--- src/hw/rtl/mwsd_ram.sv ---
// Generic single-write, single-read RAM with registered read data.
// No dependencies.
module mwsd_ram #(
  parameter int Width = 8,
  parameter int Depth = 16
) (
  input  logic                                   clk_i,
  input  logic                                   we_i,
  input  logic [(Depth > 1 ? $clog2(Depth) : 1)-1:0] waddr_i,
  input  logic [Width-1:0]                       wdata_i,
  input  logic [(Depth > 1 ? $clog2(Depth) : 1)-1:0] raddr_i,
  output logic [Width-1:0]                       rdata_o
);

  logic [Width-1:0] mem_q [Depth];

  always_ff @(posedge clk_i) begin
    if (we_i) begin
      mem_q[waddr_i] <= wdata_i;
    end
    rdata_o <= mem_q[raddr_i];
  end

endmodule

--- config.mk ---
export PLATFORM = sky130hd
export DESIGN_NAME = mwsd_ram
export DESIGN_NICKNAME = d
export VERILOG_FILES = /design/src/hw/rtl/mwsd_ram.sv
export SDC_FILE = /design/constraint.sdc
export NUM_CORES = 1
export LEC_CHECK = 0
export ABC_CLOCK_PERIOD_IN_PS = 1900
export BUFFER_PORTS_ARGS = -buffer_cell sky130_fd_sc_hd__buf_4
export CAP_MARGIN = 30
export CELL_PAD_IN_SITES_DETAIL_PLACEMENT = 0
export CELL_PAD_IN_SITES_GLOBAL_PLACEMENT = 1
export CORE_MARGIN = 2
export CORE_UTILIZATION = 30
export DETAILED_ROUTE_END_ITERATION = 8
export PLACE_DENSITY = 0.54
export SYNTH_ARGS = -nofsm -noshare
export SYNTH_HDL_FRONTEND = slang
export SYNTH_SLANG_ARGS = --single-unit
--- constraint.sdc ---
create_clock -name clk_i -period 1.9 [get_ports clk_i]
set_clock_uncertainty 0.1 [all_clocks]
set_input_delay 0.095 -clock clk_i [delete_from_list [all_inputs] [get_ports clk_i]]
set_output_delay 0.095 -clock clk_i [all_outputs]
set_load 0.1 [all_outputs]
Word level (Yosys, flattened, before mapping)
Memories as Yosys holds them, arrays and structs flattened. A register that Yosys moved wholly into a read port is not among the register bits.
Index checks and enable logic that the tools add are counted.
W data, S select, Z words.
{"block": "op_classes", "n_mux": 2}
{"operator": "$mux W1", "n": 2}
{"block": "word_totals", "word_cells": 3, "out_inout_bits": 8, "mem_count": 1, "ram_bits": 128, "inputBits": 18, "regBits": 0}
{"name": "mem_q", "depth": 16, "width": 8, "read_ports": 1, "rd_ports_with_merged_regs": 1, "write_ports": 1, "line_no": "15", "rtl": "logic [Width-1:0] mem_q [Depth];"}

Depth between registers and ports, before layout
{"block": "depth", "word_depth": 2, "ltp_mapped": 5, "depth_no_buf": 3}

Worst setup path before layout
No wires, ideal clock.
{"block": "synth_timing", "kind": "input-to-reg", "start": "input port waddr_i[2] in the netlist's numbering", "end": "memory mem_q[0][0] (enable)", "arrival_time_ns": 1.205, "path_slack_ns": 0.212, "stages": 2, "n_path_buf": 0, "required_ns": 1.417, "setup_time_ns": 0.383, "path_cell_list": "or3b_2 > nor3_1"}
{"item": "start: declaration", "line_no": "9", "rtl": "input logic [(Depth > 1 ? $clog2(Depth) : 1)-1:0] waddr_i,"}
{"item": "end: declaration", "line_no": "15"}
Straight into the memory's write port.

==> impl_metrics.csv <==
group,metric,value,unit
outcome,run_status,"finished clean",
synth,synth_top_area_cell,"edfxtp_1",
worst_setup_path,cp-start-kind,"register",
clock_tree,post_cts_buffers,0,
worst_setup_path,critPathArrivalTime,1.65,ns
place,place_ws,0.273,ns
synth,postSynth.topFlopCell,"edfxtp_1",
worst_setup_path,critical_path_peak_fanout,1,
pwr,p_int,5.57,mW
synth,postSynthAreaPerCell,22.5,um2
drt,antenna_left,0,
worst_setup_path,critical_path_required,2.07,ns
place,buffer_ports.inserted,25,
timing,slew_headroom,70.4,%
synth,synth_top_area_share,74.7,%
die,io-pin-count,26,
synth,yosys_warnings,0,
pwr,leakagePower,2.14,nW
synth,synth_commonest_cells,"edfxtp_1, mux4_2, a22oi_1, mux4_1, nor2_1",
worst_hold_path,hold_start,"waddr_i[0]",
timing,timing.final.setup_violations,0,
clock_tree,cts_num_sinks,136,
pwr,power_switching_share,20.7,%
worst_setup_path,r2r_setup_slack,0.42,ns
synth,synth_sequential_area_ratio,77.8,%
clock_tree,clockBufferDepth,2,
clock_tree,cts_tree,"done",
layout,number_of_diodes,0,
layout,finish.cell_count_without_fillers,524,
grt,first_global_vias,2572,
timing,timing.final.crit_share,77.9,%
clock_tree,post_cts.resized_instances,0,
drt,dr.pass1.iters,4,
pwr,worst_ir_drop_vdd,0.000527,V
grt,initial_antenna_violation_count,0,
drt,detailedRoute.firstIterationViolations,260,
pwr,combinationalPowerShare,7.0,%
place,post_detail_place_hpwl,6900,um
layout,number_of_inserted_filler_cells_in_the_final_layout,1546,
synth,synth_nets,247,
worst_setup_path,crit_end_element,"register",
place,placed_cell_area,5710,um2
synth,syn-cell-area,5150,um2
worst_hold_path,hold_class,"in -> reg",
drt,drcViolationCount,0,
pwr,p_sw,1.45,mW
worst_setup_path,worst_r2r_path_depth,3,
grt,gr-usage-all-layers,12.8,%
die,die_width,135,um
clock_tree,cts_inserted_buffers,17,
clock_tree,clockRootBuffer,"clkbuf_16",
synth,synthMostInstantiatedCell,"edfxtp_1",
synth,post_synth_inst_count,229,
die,design.die.area,18200,um2
grt,largest_net_degree_at_the_start_of_global_routing,30,
synth,synth_edf_count,128,
drt,detailroute.via_count,2449,
layout,drive_gt1_share,29.3,%
worst_hold_path,hold_path_depth,3,
grt,grt-ovfl-total,0,
worst_setup_path,worst_r2r_startpoint,"mem_q[9][2]$_DFFE_PP_",
synth,synthArstFlopShare,0,%
pwr,power.share.sequential,48.1,%
worst_setup_path,criticalPathCategory,"reg -> reg",
synth,synth.ff_latch_count,136,
die,placementRows,47,
die,core_area,16700,um2
job,cap_viol_max_count,0,
clock_tree,cts.htree.levels,4,
synth,netlist_top_cells_area,"edfxtp_1, mux4_2, mux4_1",
worst_hold_path,capture_endpoint_of_the_worst_hold_path,"mem_q[8][1]$_DFFE_PP_",
timing,timing.setup.tns,0,ns
clock_tree,worst_skew_pair.late_latency,0.40,ns
clock_tree,clkSlewWorstSetupHoldPaths,0.06,ns
timing,final-hold-violation-count,0,
layout,finalNetCount,310,
pwr,power_density,1110,nW/um2
worst_setup_path,r2r-end,"rdata_o[2]$_DFF_P_",
place,placed_cells,485,
timing,postLayoutSetupSlackWorst,0.420,ns
layout,finalInstanceArea,6360,um2
pwr,clock_network_fraction_of_design_power,44.9,%
drt,wl_per_cell,20.5,um
die,overall_die_height,135,um
timing,tightest_slew,0.444,ns
die,starting_density_of_the_core,30.8,%
grt,grt_pass1_wl,16200,um
drt,via_per_inst,4.67,
pwr,total_power,7.03,mW
layout,synthToLayoutAreaGrowth,23.5,%
drt,wirelength,10800,um
timing,min_period,1.48,ns
timing,unrepaired_setup_endpoints_after_global_routing,"false",
timing,fmax,676,MHz
place,globalplace.congestion,0.691,
synth,synth_cell_types,19,
timing,slew_viol_final,0,
[stage by stage]
stage                     hold WS, ns  util, %
final                           0.114     38.1
after global routing            0.118     38.1
after CTS                       0.102     38.1
after detailed placement        0.318     34.2
after global placement          0.316     34.2
after floorplan                0.0939        -
[layout by cell type, fill, tap and decap left out]
master         instances
edfxtp_1             128
buf_4                 44
mux4_2                18
clkbuf_16             17
a22oi_1               16
mux4_1                14
nor2_1                13
nand2_1                9
dlygate4sd3_1          8
dfxtp_1                8
clkbuf_1               5
nor3_1                 4
bufinv_16              3
nand3b_1               2
nand2b_1               2
clkinvlp_4             2
clkinv_1               2
buf_12                 2
nor2b_1                1
and2_1                 1
and2b_1                1
nand3_1                1
or3b_2                 1
clkinv_4               1
clkinv_2               1
[per-layer routing]
layer | track usage [%] | vias up | share of wire [%]
met5 | 0 | - | 0
met4 | 5.27 | 0 | 1.5
met3 | 3.60 | 10 | 2.9
met2 | 20.1 | 44 | 49
met1 | 16.8 | 1300 | 46
li1 | - | 1095 | -
[cell families (layout without fill, tap and decap cells)]
group	after synthesis	after routing	share of synthesized area (%)
flops	136	136	77.8
simple gates	35	35	3.18
mux	32	32	15.0
compound gates	16	16	2.33
buf+inv	10	85	1.68
[state kept, by name, indices dropped and copies added (netlist names)]
| register | count |
|---|---|
| mem_q | 128 |
| rdata_o | 8 |
[how the worst max path moves through the flow]
stage / endpoint / cells after the start / slack [ns] / startpoint
detailed placement: rdata_o[6]$_DFF_P_ / 5 / 0.27 / raddr_i[0]
CTS: rdata_o[5]$_DFF_P_ / 3 / 0.39 / mem_q[1][5]$_DFFE_PP_
finish: rdata_o[2]$_DFF_P_ / 3 / 0.42 / mem_q[9][2]$_DFFE_PP_
global route: rdata_o[5]$_DFF_P_ / 3 / 0.32 / mem_q[1][5]$_DFFE_PP_
floorplan: mem_q[0][0]$_DFFE_PP_ / 2 / 0.21 / waddr_i[2]
global placement: rdata_o[7]$_DFF_P_ / 5 / 0.27 / raddr_i[0]
[critical path, stage by stage, from the launching register on]
cell,delay [ns]
edfxtp_1,0.35
mux4_1,0.50
a22oi_1,0.31
nand2_1,0.09
[power by group through the flow]
stage / clock network, mW / logic (mW) / registers, mW
4_1_cts: 3.23 / 0.505 / 3.38
6_report: 3.15 / 0.493 / 3.38
2_1_floorplan: 0 / 0.170 / 3.58
3_3_place_gp: 0 / 0.489 / 3.44
5_1_grt: 3.36 / 0.527 / 3.38
3_5_place_dp: 0 / 0.492 / 3.44
[area by class of cell]
cell class                      count  area [um2]  share of cell area [%]
Sequential cell                   136        4000                    63.0
Multi-Input combinational cell     83        1060                    16.6
Timing Repair Buffer               54         450                    7.09
Clock buffer                       22         444                    6.99
Tap cell                          220         275                    4.33
Clock inverter                      9         126                    1.99
[what timing repair did]
item                                    4_1_cts  5_1_grt
hold buffers                                  8        0
endpoints found under the setup margin        0        0
endpoints found under the hold margin       128        0
Note: power is estimated with default switching activity, not from simulation.
