`config.mk`:
```
export PLATFORM = sky130hd
export DESIGN_NAME = mwsd_serdiv
export DESIGN_NICKNAME = d
export VERILOG_FILES = /design/src/hw/rtl/mwsd_serdiv.sv
export SDC_FILE = /design/constraint.sdc
export NUM_CORES = 1
export LEC_CHECK = 0
export BUFFER_PORTS_ARGS = -buffer_cell sky130_fd_sc_hd__buf_2
export CORE_UTILIZATION = 45
export DETAILED_ROUTE_END_ITERATION = 8
export PLACE_DENSITY = 0.72
export RECOVER_POWER = 50
export REMOVE_ABC_BUFFERS = 1
export SLEW_MARGIN = 20
export SYNTH_ARGS = -nofsm -noshare
export SYNTH_HDL_FRONTEND = slang
export SYNTH_SLANG_ARGS = --single-unit
```
`constraint.sdc`:
```
create_clock -name clk_i -period 3.6 [get_ports clk_i]
set_input_delay 0.54 -clock clk_i [delete_from_list [all_inputs] [get_ports clk_i]]
set_output_delay 0.54 -clock clk_i [all_outputs]
set_load 0.02 [all_outputs]
```
`src/hw/rtl/mwsd_serdiv.sv`:
```
// Bit-serial restoring divider, one quotient bit per cycle.
// No dependencies.
module mwsd_serdiv #(
  parameter int DivW = 64,
  parameter int DsrW = 16
) (
  input  logic            clk_i,
  input  logic            rst_ni,
  input  logic            start_i,
  input  logic [DivW-1:0] dividend_i,
  input  logic [DsrW-1:0] divisor_i,
  output logic            done_o,
  output logic [DivW-1:0] quot_o
);

  localparam int CntW = $clog2(DivW + 1);

  logic            busy_q, busy_d;
  logic [CntW-1:0] cnt_q, cnt_d;
  logic [DivW-1:0] quo_q, quo_d;
  logic [DsrW-1:0] rem_q, rem_d;
  logic [DsrW-1:0] dsr_q, dsr_d;
  logic [DsrW:0]   rem_sh;
  logic [DsrW:0]   trial;

  always_comb begin
    busy_d = busy_q;
    cnt_d  = cnt_q;
    quo_d  = quo_q;
    rem_d  = rem_q;
    dsr_d  = dsr_q;
    rem_sh = {rem_q, quo_q[DivW-1]};
    trial  = rem_sh - {1'b0, dsr_q};
    if (start_i) begin
      busy_d = 1'b1;
      cnt_d  = CntW'(DivW);
      quo_d  = dividend_i;
      rem_d  = '0;
      dsr_d  = divisor_i;
    end else if (busy_q) begin
      if (!trial[DsrW]) begin
        rem_d = trial[DsrW-1:0];
        quo_d = {quo_q[DivW-2:0], 1'b1};
      end else begin
        rem_d = rem_sh[DsrW-1:0];
        quo_d = {quo_q[DivW-2:0], 1'b0};
      end
      cnt_d = cnt_q - 1'b1;
      if (cnt_q == CntW'(1)) begin
        busy_d = 1'b0;
      end
    end
  end

  always_ff @(posedge clk_i or negedge rst_ni) begin
    if (!rst_ni) begin
      busy_q <= 1'b0;
      cnt_q  <= '0;
    end else begin
      busy_q <= busy_d;
      cnt_q  <= cnt_d;
    end
  end

  always_ff @(posedge clk_i) begin
    quo_q <= quo_d;
    rem_q <= rem_d;
    dsr_q <= dsr_d;
  end

  assign done_o = ~busy_q;
  assign quot_o = quo_q;

endmodule

```
Word level (Yosys, flattened, before mapping)
Cells that the tools add are included. W data, S select, Z words.

Bitwise logic cells: 1. Equal/unequal tests: 1. $mul: 0. Shift operators: 0. Mux-type cells: 9. Order comparisons: 0. Divide/modulo/power cells: 0. Reductions and logical operators: 1. $add $sub $neg: 2.

Operators with widths (count): $mux W64 (2); $sub A17 B16 Y17 (1); $mux W16 (1); $mux W7 (2); $eq A7 B1 Y1 const B (1); $sub A7 B1 Y7 const B (1); $mux W1 (4); $reduce_bool A2 Y1 (1); $not A1 Y1 (1).

Input bits: 83. Word-level logic and storage cells: 19. Bits in latches: 0. Output and inout port bits: 65. Memories kept: 0. Memory bits (writable): 0. Register bits: 104. Memory bits (read-only): 0.

Depth between registers and ports, before layout
Gate-level depths: netlist (run 1).

Word-level depth: 4. Gate-level depth with buffers: 11. Gate-level depth less buffers: 10.

Worst setup path before layout (run 1)
OpenSTA, ideal clock, no wires.

Path type: input to register. Start point: in start_i. End point: reg quo_q[0], in the netlist quot_o[0], enable pin. Required time: 3.182 ns. Stages on the path: 4. Arrival time: 2.317 ns. Setup slack: 0.865 ns. Cells stage by stage: clkbuf_1 nor2_1 clkbuf_1 inv_1.

Word-level cells in the longest chain between the ends: 1.

RTL lines: start, declared (RTL line 9) `input logic start_i,`; $reduce_bool A2 Y1 (no line); end signal, assigned (RTL line 66) `quo_q <= quo_d;`; end, declared (RTL line 20) `logic [DivW-1:0] quo_q, quo_d;`.

No other way between the ends. A chain may end at the register's enable or synchronous reset.

Final worst setup path (run 1)
Start point: reg quo_q[63], in the netlist quot_o[63]. End point: reg rem_q[3].

Word-level cells in the longest chain between the ends: 2.

RTL lines: $sub A17 B16 Y17 (RTL line 33) `trial = rem_sh - {1'b0, dsr_q};`; $mux W16 (RTL line 41) `if (!trial[DsrW]) begin`; end signal, assigned (RTL line 67) `rem_q <= rem_d;`; end, declared (RTL line 21) `logic [DsrW-1:0] rem_q, rem_d;`.

No other way between the ends.

==> qor.txt, run 1 <==
Rows = 38
Remaining Overflow, GRT = 0
Vias per cell = 5.151
Slew Limit Fails = 0
Initial DRC count = 142
Die Span X = 108.0 um
Post-CTS resize count = 0
Routed length per instance = 15.40 um
Outcome = finished clean
Vias = 3503
Relative slew slack = 16.43%
N_diodes = 0
Nets = 637
Synthesized instance count = 387
Initial antenna violation count = 0
Slew @ Worst Pin = 1.254 ns
Post-synthesis sequential area ratio = 57.79%
Drt first pass iters = 4
I/O pin count = 148
CTS Buf Count = 9
Crit Path Max Fanout = 22
CTS tree = yes
Pwr dens = 574.9 nW/um2
Hold Crit Class = in2reg
Starting Density = 46.45%
Fin cells = 680
Crit path max-delay family = compound AO/OA/AOI/OAI gates
Post-Synth XOR/XNOR Area = 3.290%
Die Ht = 108.0 um
Final WL = 10470 um
Slowest stage delay, CP = 0.42 ns
Clock Latency Late Sink = 0.37 ns
Root buffer cell = clkbuf_8
DRC = 0
Asr flop ratio synth = 7.692%
Unique masters post-synth = 49
First-pass GRT wire length = 16760 um
Leakage = 0.002528 uW
CTS sink count = 104
Worst-path clk slew = 0.10 ns
Crit path DAT = 3.06 ns
Die ar. = 11670 um2
Synth Area in Adders = 4.849%
Final Hold Viols = 0
Final GP Congestion = 0.8264
H-tree depth = 3
Vias in the first global route = 3528
Post-synth EDFFs = 80
Setup_tns = 0 ns
Worst VDD drop = 0.2787 mV
Synth Area per Inst = 13.07 um2
CP required = 3.81 ns
HPWL after detailed placement = 7571 um
Yosys synthesis warning count = 0
Core Box Area = 10890 um2
Synthesized flop and latch total = 104
Post-DRT Antenna Nets = 0
Max Clk Rate = 351.4 MHz
Placed cells = 663
Max Cap Viol = 0
Crit. End Element = flip-flop
Post-synthesis mux area share = 16.01%
Gr usage total = 18.92%
Crit path kind = reg2reg
Share of cells above drive strength 1 = 30.93%
Largest family of logic cells by synthesized area = multiplexers
Critical path cell sequence = inv_1 -> ha_1 -> fa_1 -> nand2b_1 -> a21oi_1 -> o211ai_1 -> a22o_1 -> nand2_2 -> mux2i_1 -> a211oi_1
Slowest-stage cell, CP = fa_1
RSZ-0062 raised after global routing = no
Synth Area in Simple Gates = 6.779%
Post-synthesis compound-gate area fraction = 7.991%
CP bufs+invs = 1
Worst Skew = 0.008992 ns
Synth Cell Area = 5057 um2
Critical path launch point type = flip-flop
Pin count of the biggest net entering global routing = 65
Max Root-Sink Buffers = 2
Tcrit/Tclk final = 79.06%
Ys flop type = edfxtp_1
Layout area overhead = 19.47%
Input/output buffers = 147
Final min period = 2.846 ns
Number of setup violations in the final report = 0
## power by group
group	switching [uW]	total [uW]	internal, uW
Sequential	130	1650	1520
Clock	404	732	327
Combinational	623	1090	469
Total	1160	3470	2320
## timing repair
| item | in CTS | in global routing |
|---|---|---|
| endpoints found under the hold margin | 8 | 0 |
| buffers inserted | 0 | 0 |
| setup endpoints to repair | 0 | 0 |
| hold buffers | 1 | 0 |
## worst reg2reg max path, cell delays in order, from the launching register on
cell and delay (ns):
edfxtp_1 0.37, inv_1 0.06, ha_1 0.22, fa_1 0.42, nand2b_1 0.19, a21oi_1 0.22, o211ai_1 0.18, a22o_1 0.26
nand2_2 0.41, mux2i_1 0.27, a211oi_1 0.10
## per-layer routing
metal  share of wire (%)  vias to the layer above  track usage [%]
li1                    -                     1719                -
met1                  43                     1661            24.00
met2                  47                      110            29.39
met3                 7.7                       13            6.570
met4                 1.7                        0            8.023
met5                   0                        -                0
## stage by stage
step	setup slack (ns)	instance area [um2]	total power [uW]	util [%]	hold WS, ns
2_1_floorplan	0.9926	4981	2464	-	0.2444
3_3_place_gp	0.9171	5924	2759	54.41	0.3889
3_5_place_dp	0.7894	5924	2796	54.41	0.3957
4_1_cts	0.7546	6130	3534	56.30	0.3191
5_1_grt	0.4940	6042	3680	55.49	0.3165
6_report	0.7540	6042	3474	55.49	0.3412
## final timing paths
check,cells past startpoint,slack [ns],from,endpoint
hold reg to reg,2,0.49,rem_q[9],rem_q[9]
hold / removal,1,0.34,divisor_i[0],dsr_q[0]
min in group asynchronous,2,0.64,rst_ni,cnt_q[5]
max in group asynchronous,2,2.65,rst_ni,busy_q
setup / recovery,10,0.75,quot_o[63],rem_q[3]
setup reg to reg,10,0.75,quot_o[63],rem_q[3]
## registers in the layout, indices dropped and copies added (netlist names)
register	cells
rem_q	16
dsr_q	16
busy_q	1
cnt_q	7
quot_o	64
## synthesized netlist by cell type (2+ instances only)
cell type  count  share of area (%)
nand3_1        7               0.69
xor2_1         8                1.4
a21oi_1       16                1.6
o21a_1         4               0.59
nor2_1        22                1.6
mux2_2        63                 14
nand2_1       21                1.6
inv_1         24                1.8
mux2i_1       10                2.0
nor4_1         2               0.25
a211oi_1       8                1.2
a32oi_1        2               0.35
nand2b_1       5               0.62
edfxtp_1      80                 48
o211ai_1       4               0.59
dfxtp_1       16                6.3
o21ai_0        9               0.89
xnor2_1       11                1.9
nor2b_1        2               0.25
ha_1          18                4.5
a21o_1         4               0.59
o311ai_0       3               0.52
dfrtp_1        8                4.0
nor3_1         4               0.40
clkbuf_1      12               0.89
## cell usage in the layout, fill, tap and decap left out, types with 2 or more instances in the layout
cell,count
buf_2,81
edfxtp_1,80
clkbuf_1,67
mux2_2,63
inv_1,23
nor2_1,22
nand2_1,21
ha_1,18
a21oi_1,16
dfxtp_1,16
xnor2_1,11
mux2i_1,10
o21ai_0,9
clkbuf_8,9
a211oi_1,8
xor2_1,8
dfrtp_1,8
nand3_1,7
nand2b_1,5
o211ai_1,4
o21a_1,4
a21o_1,4
nor3_1,4
o311ai_0,3
buf_4,3
nor4_1,2
nor2b_1,2
a32oi_1,2
## logic make-up after synthesis
kind of cell / Yosys count
compound gates: 60
xor+xnor: 19
fa+ha+maj: 19
buf+inv: 39
flops: 104
mux: 73
simple gates: 73
## layout make-up
cell class | count | area (um2)
clock buffers | 10 | 127.6
clock inverters | 6 | 67.56
fillers | 970 | 4846
inverters | 24 | 90.09
multi-input cells | 244 | 1968
flip-flops and latches | 104 | 2923
well taps | 140 | 175.2
repair buffers | 152 | 690.7
Note: power is estimated with default switching activity, not from simulation.
==> run 2, diff against run 1 <==
==> constraint.sdc (replaced) <==
create_clock -name clk_i -period 2.75 [get_ports clk_i]
set_input_delay 0.4125 -clock clk_i [delete_from_list [all_inputs] [get_ports clk_i]]
set_output_delay 0.4125 -clock clk_i [all_outputs]
set_load 0.02 [all_outputs]
==> qor.txt, run 2 (synthesis gave the netlist of run 1 again) <==
Die ar. = 11670 um2 (unchanged)
Crit Path Max Fanout = 14 (-36%)
Worst Skew = 0.005636 ns (-0.003356 ns)
Number of setup violations in the final report = 0 (unchanged)
DP Area = 5972 um2 (+0.80%)
CTS Buf Count = 9 (unchanged)
Hold_ws = 0.2262 ns (-0.1150 ns)
Drt first pass iters = 5 (+1)
Layout area overhead = 20.81%
Met3 WL post-DR = 857 um (+6.3%)
Setup_tns = 0 ns (unchanged)
Relative slew slack = 40.60% (+24 points)
Root buffer cell = clkbuf_8
Commonest non-fill, non-tap cell in the layout = buf_2
Total power draw = 4674 uW (+35%)
Worst R2R Setup Slack = 0.23 ns (-0.52 ns)
Worst-path clk slew = 0.09 ns (about the same)
Pin count of the biggest net entering global routing = 65 (unchanged)
Slew @ Worst Pin = 0.8910 ns (-0.3626 ns)
Leakage = 0.002559 uW (+1.2%)
HPWL after detailed placement = 7619 um (+0.64%)
Critical path launch point type = flip-flop
RSZ-0062 raised after global routing = no
Rows = 38 (unchanged)
Final GP Congestion = 0.8351 (+1.1%)
Routed length per instance = 15.05 um (-2.3%)
Input/output buffers = 147 (unchanged)
First-pass GRT wire length = 17030 um (+1.6%)
Remaining Overflow, GRT = 0 (unchanged)
Final WL = 10280 um (-1.9%)
H-tree depth = 3 (unchanged)
Die Ht = 108.0 um (unchanged)
CTS sink count = 104 (unchanged)
CTS tree = yes
Final Hold Viols = 0 (unchanged)
Max Root-Sink Buffers = 2 (unchanged)
Core Box Area = 10890 um2 (unchanged)
Max reg flops = 64 (unchanged)
Nets = 640 (+0.47%)
Die Span X = 108.0 um (unchanged)
Slew Limit Fails = 0 (unchanged)
Worst VDD drop = 0.3565 mV (+28%)
N_diodes = 0 (unchanged)
Hold Crit Class = in2reg
WL met2 = 4861 um (-1.5%)
Post-DRT Antenna Nets = 0 (unchanged)
Vias per cell = 5.143 (-0.16%)
Metal-1 WL = 4408 um (-3.1%)
Crit path kind = reg2reg
Vias = 3513 (+0.29%)
DRC = 0 (unchanged)
Max Cap Viol = 0 (unchanged)
Final min period = 2.520 ns (-0.3257 ns)
Gr usage total = 18.91% (about the same)
Tcrit/Tclk final = 91.65% (+13 points)
Outcome = finished clean
Crit. End Element = flip-flop
Initial antenna violation count = 0 (unchanged)
Max Clk Rate = 396.8 MHz (+13%)
Crit path DAT = 2.82 ns (-0.24 ns)
Clock Latency Late Sink = 0.35 ns (-0.02 ns)
Post-CTS Setup Bufs = 0 (unchanged)
CP required = 3.05 ns (-0.76 ns)
Vias in the first global route = 3500 (-0.79%)
Top Metal Used = met4
I/O pin count = 148 (unchanged)
Pwr dens = 765.1 nW/um2 (+33%)
Starting Density = 46.45% (unchanged)
Share of cells above drive strength 1 = 31.12% (+0.20 points)
Initial DRC count = 112 (-21%)
Commonest cells after routing, fill and taps aside = buf_2, edfxtp_1, clkbuf_1
Final instance area = 6110 um2 (+1.1%)
-- run 2: critical path, stage by stage, from the launching register on --
cell,delay (ns)
edfxtp_1,0.37
inv_1,0.05
ha_1,0.22
fa_1,0.41
nand2b_1,0.19
a21oi_2,0.17
o211ai_1,0.16
o211ai_1,0.16
nand2_2,0.13
buf_12,0.17
or3_1,0.36
nand3_1,0.07
-- run 2: area by class of cell --
cell class / count / area, um2
fill: 953 / 4778
sequential: 104 / 2923
multi-input combinational: 244 / 1972
timing repair buffer: 155 / 740.7
tap: 140 / 175.2
clock buffer: 10 / 127.6
inverter: 24 / 90.09
clock inverter: 6 / 81.33
-- run 2: what timing repair did --
| item | 4_1_cts | 5_1_grt |
|---|---|---|
| endpoints found under the setup margin | 0 | 15 |
| resized for setup | 0 | 1 |
| endpoints found under the hold margin | 8 | 0 |
| hold buffers | 1 | 0 |
-- run 2: worst paths after layout --
kind	startpoint	to	depth (start not counted)
min in group asynchronous	rst_ni	cnt_q[0]	2
min	divisor_i[1]	dsr_q[1]	1
max reg2reg	quot_o[63]	rem_q[12]	11
min reg2reg	rem_q[4]	rem_q[4]	2
max in group asynchronous	rst_ni	cnt_q[2]	2
max	quot_o[63]	rem_q[12]	11
-- run 2: report_power, final --
part	switching (uW)	total, uW	internal, uW
registers	169	2160	1990
logic	827	1500	678
clock network	502	1010	510
-- run 2: per-layer routing --
metal | vias to the layer above | GRT usage (%)
met2 | 115 | 30.25
met5 | - | 0
li1 | 1733 | -
met4 | 0 | 6.360
met1 | 1650 | 23.35
met3 | 15 | 7.354
-- run 2: metrics by stage --
stage	utilization (%)	setup WS [ns]	std cells
finish	56.11	0.2296	683
global route	56.11	0.02204	683
CTS	56.86	0.1564	683
detailed placement	54.85	0.1819	666
global placement	54.85	0.2797	666
floorplan	-	0.1426	372
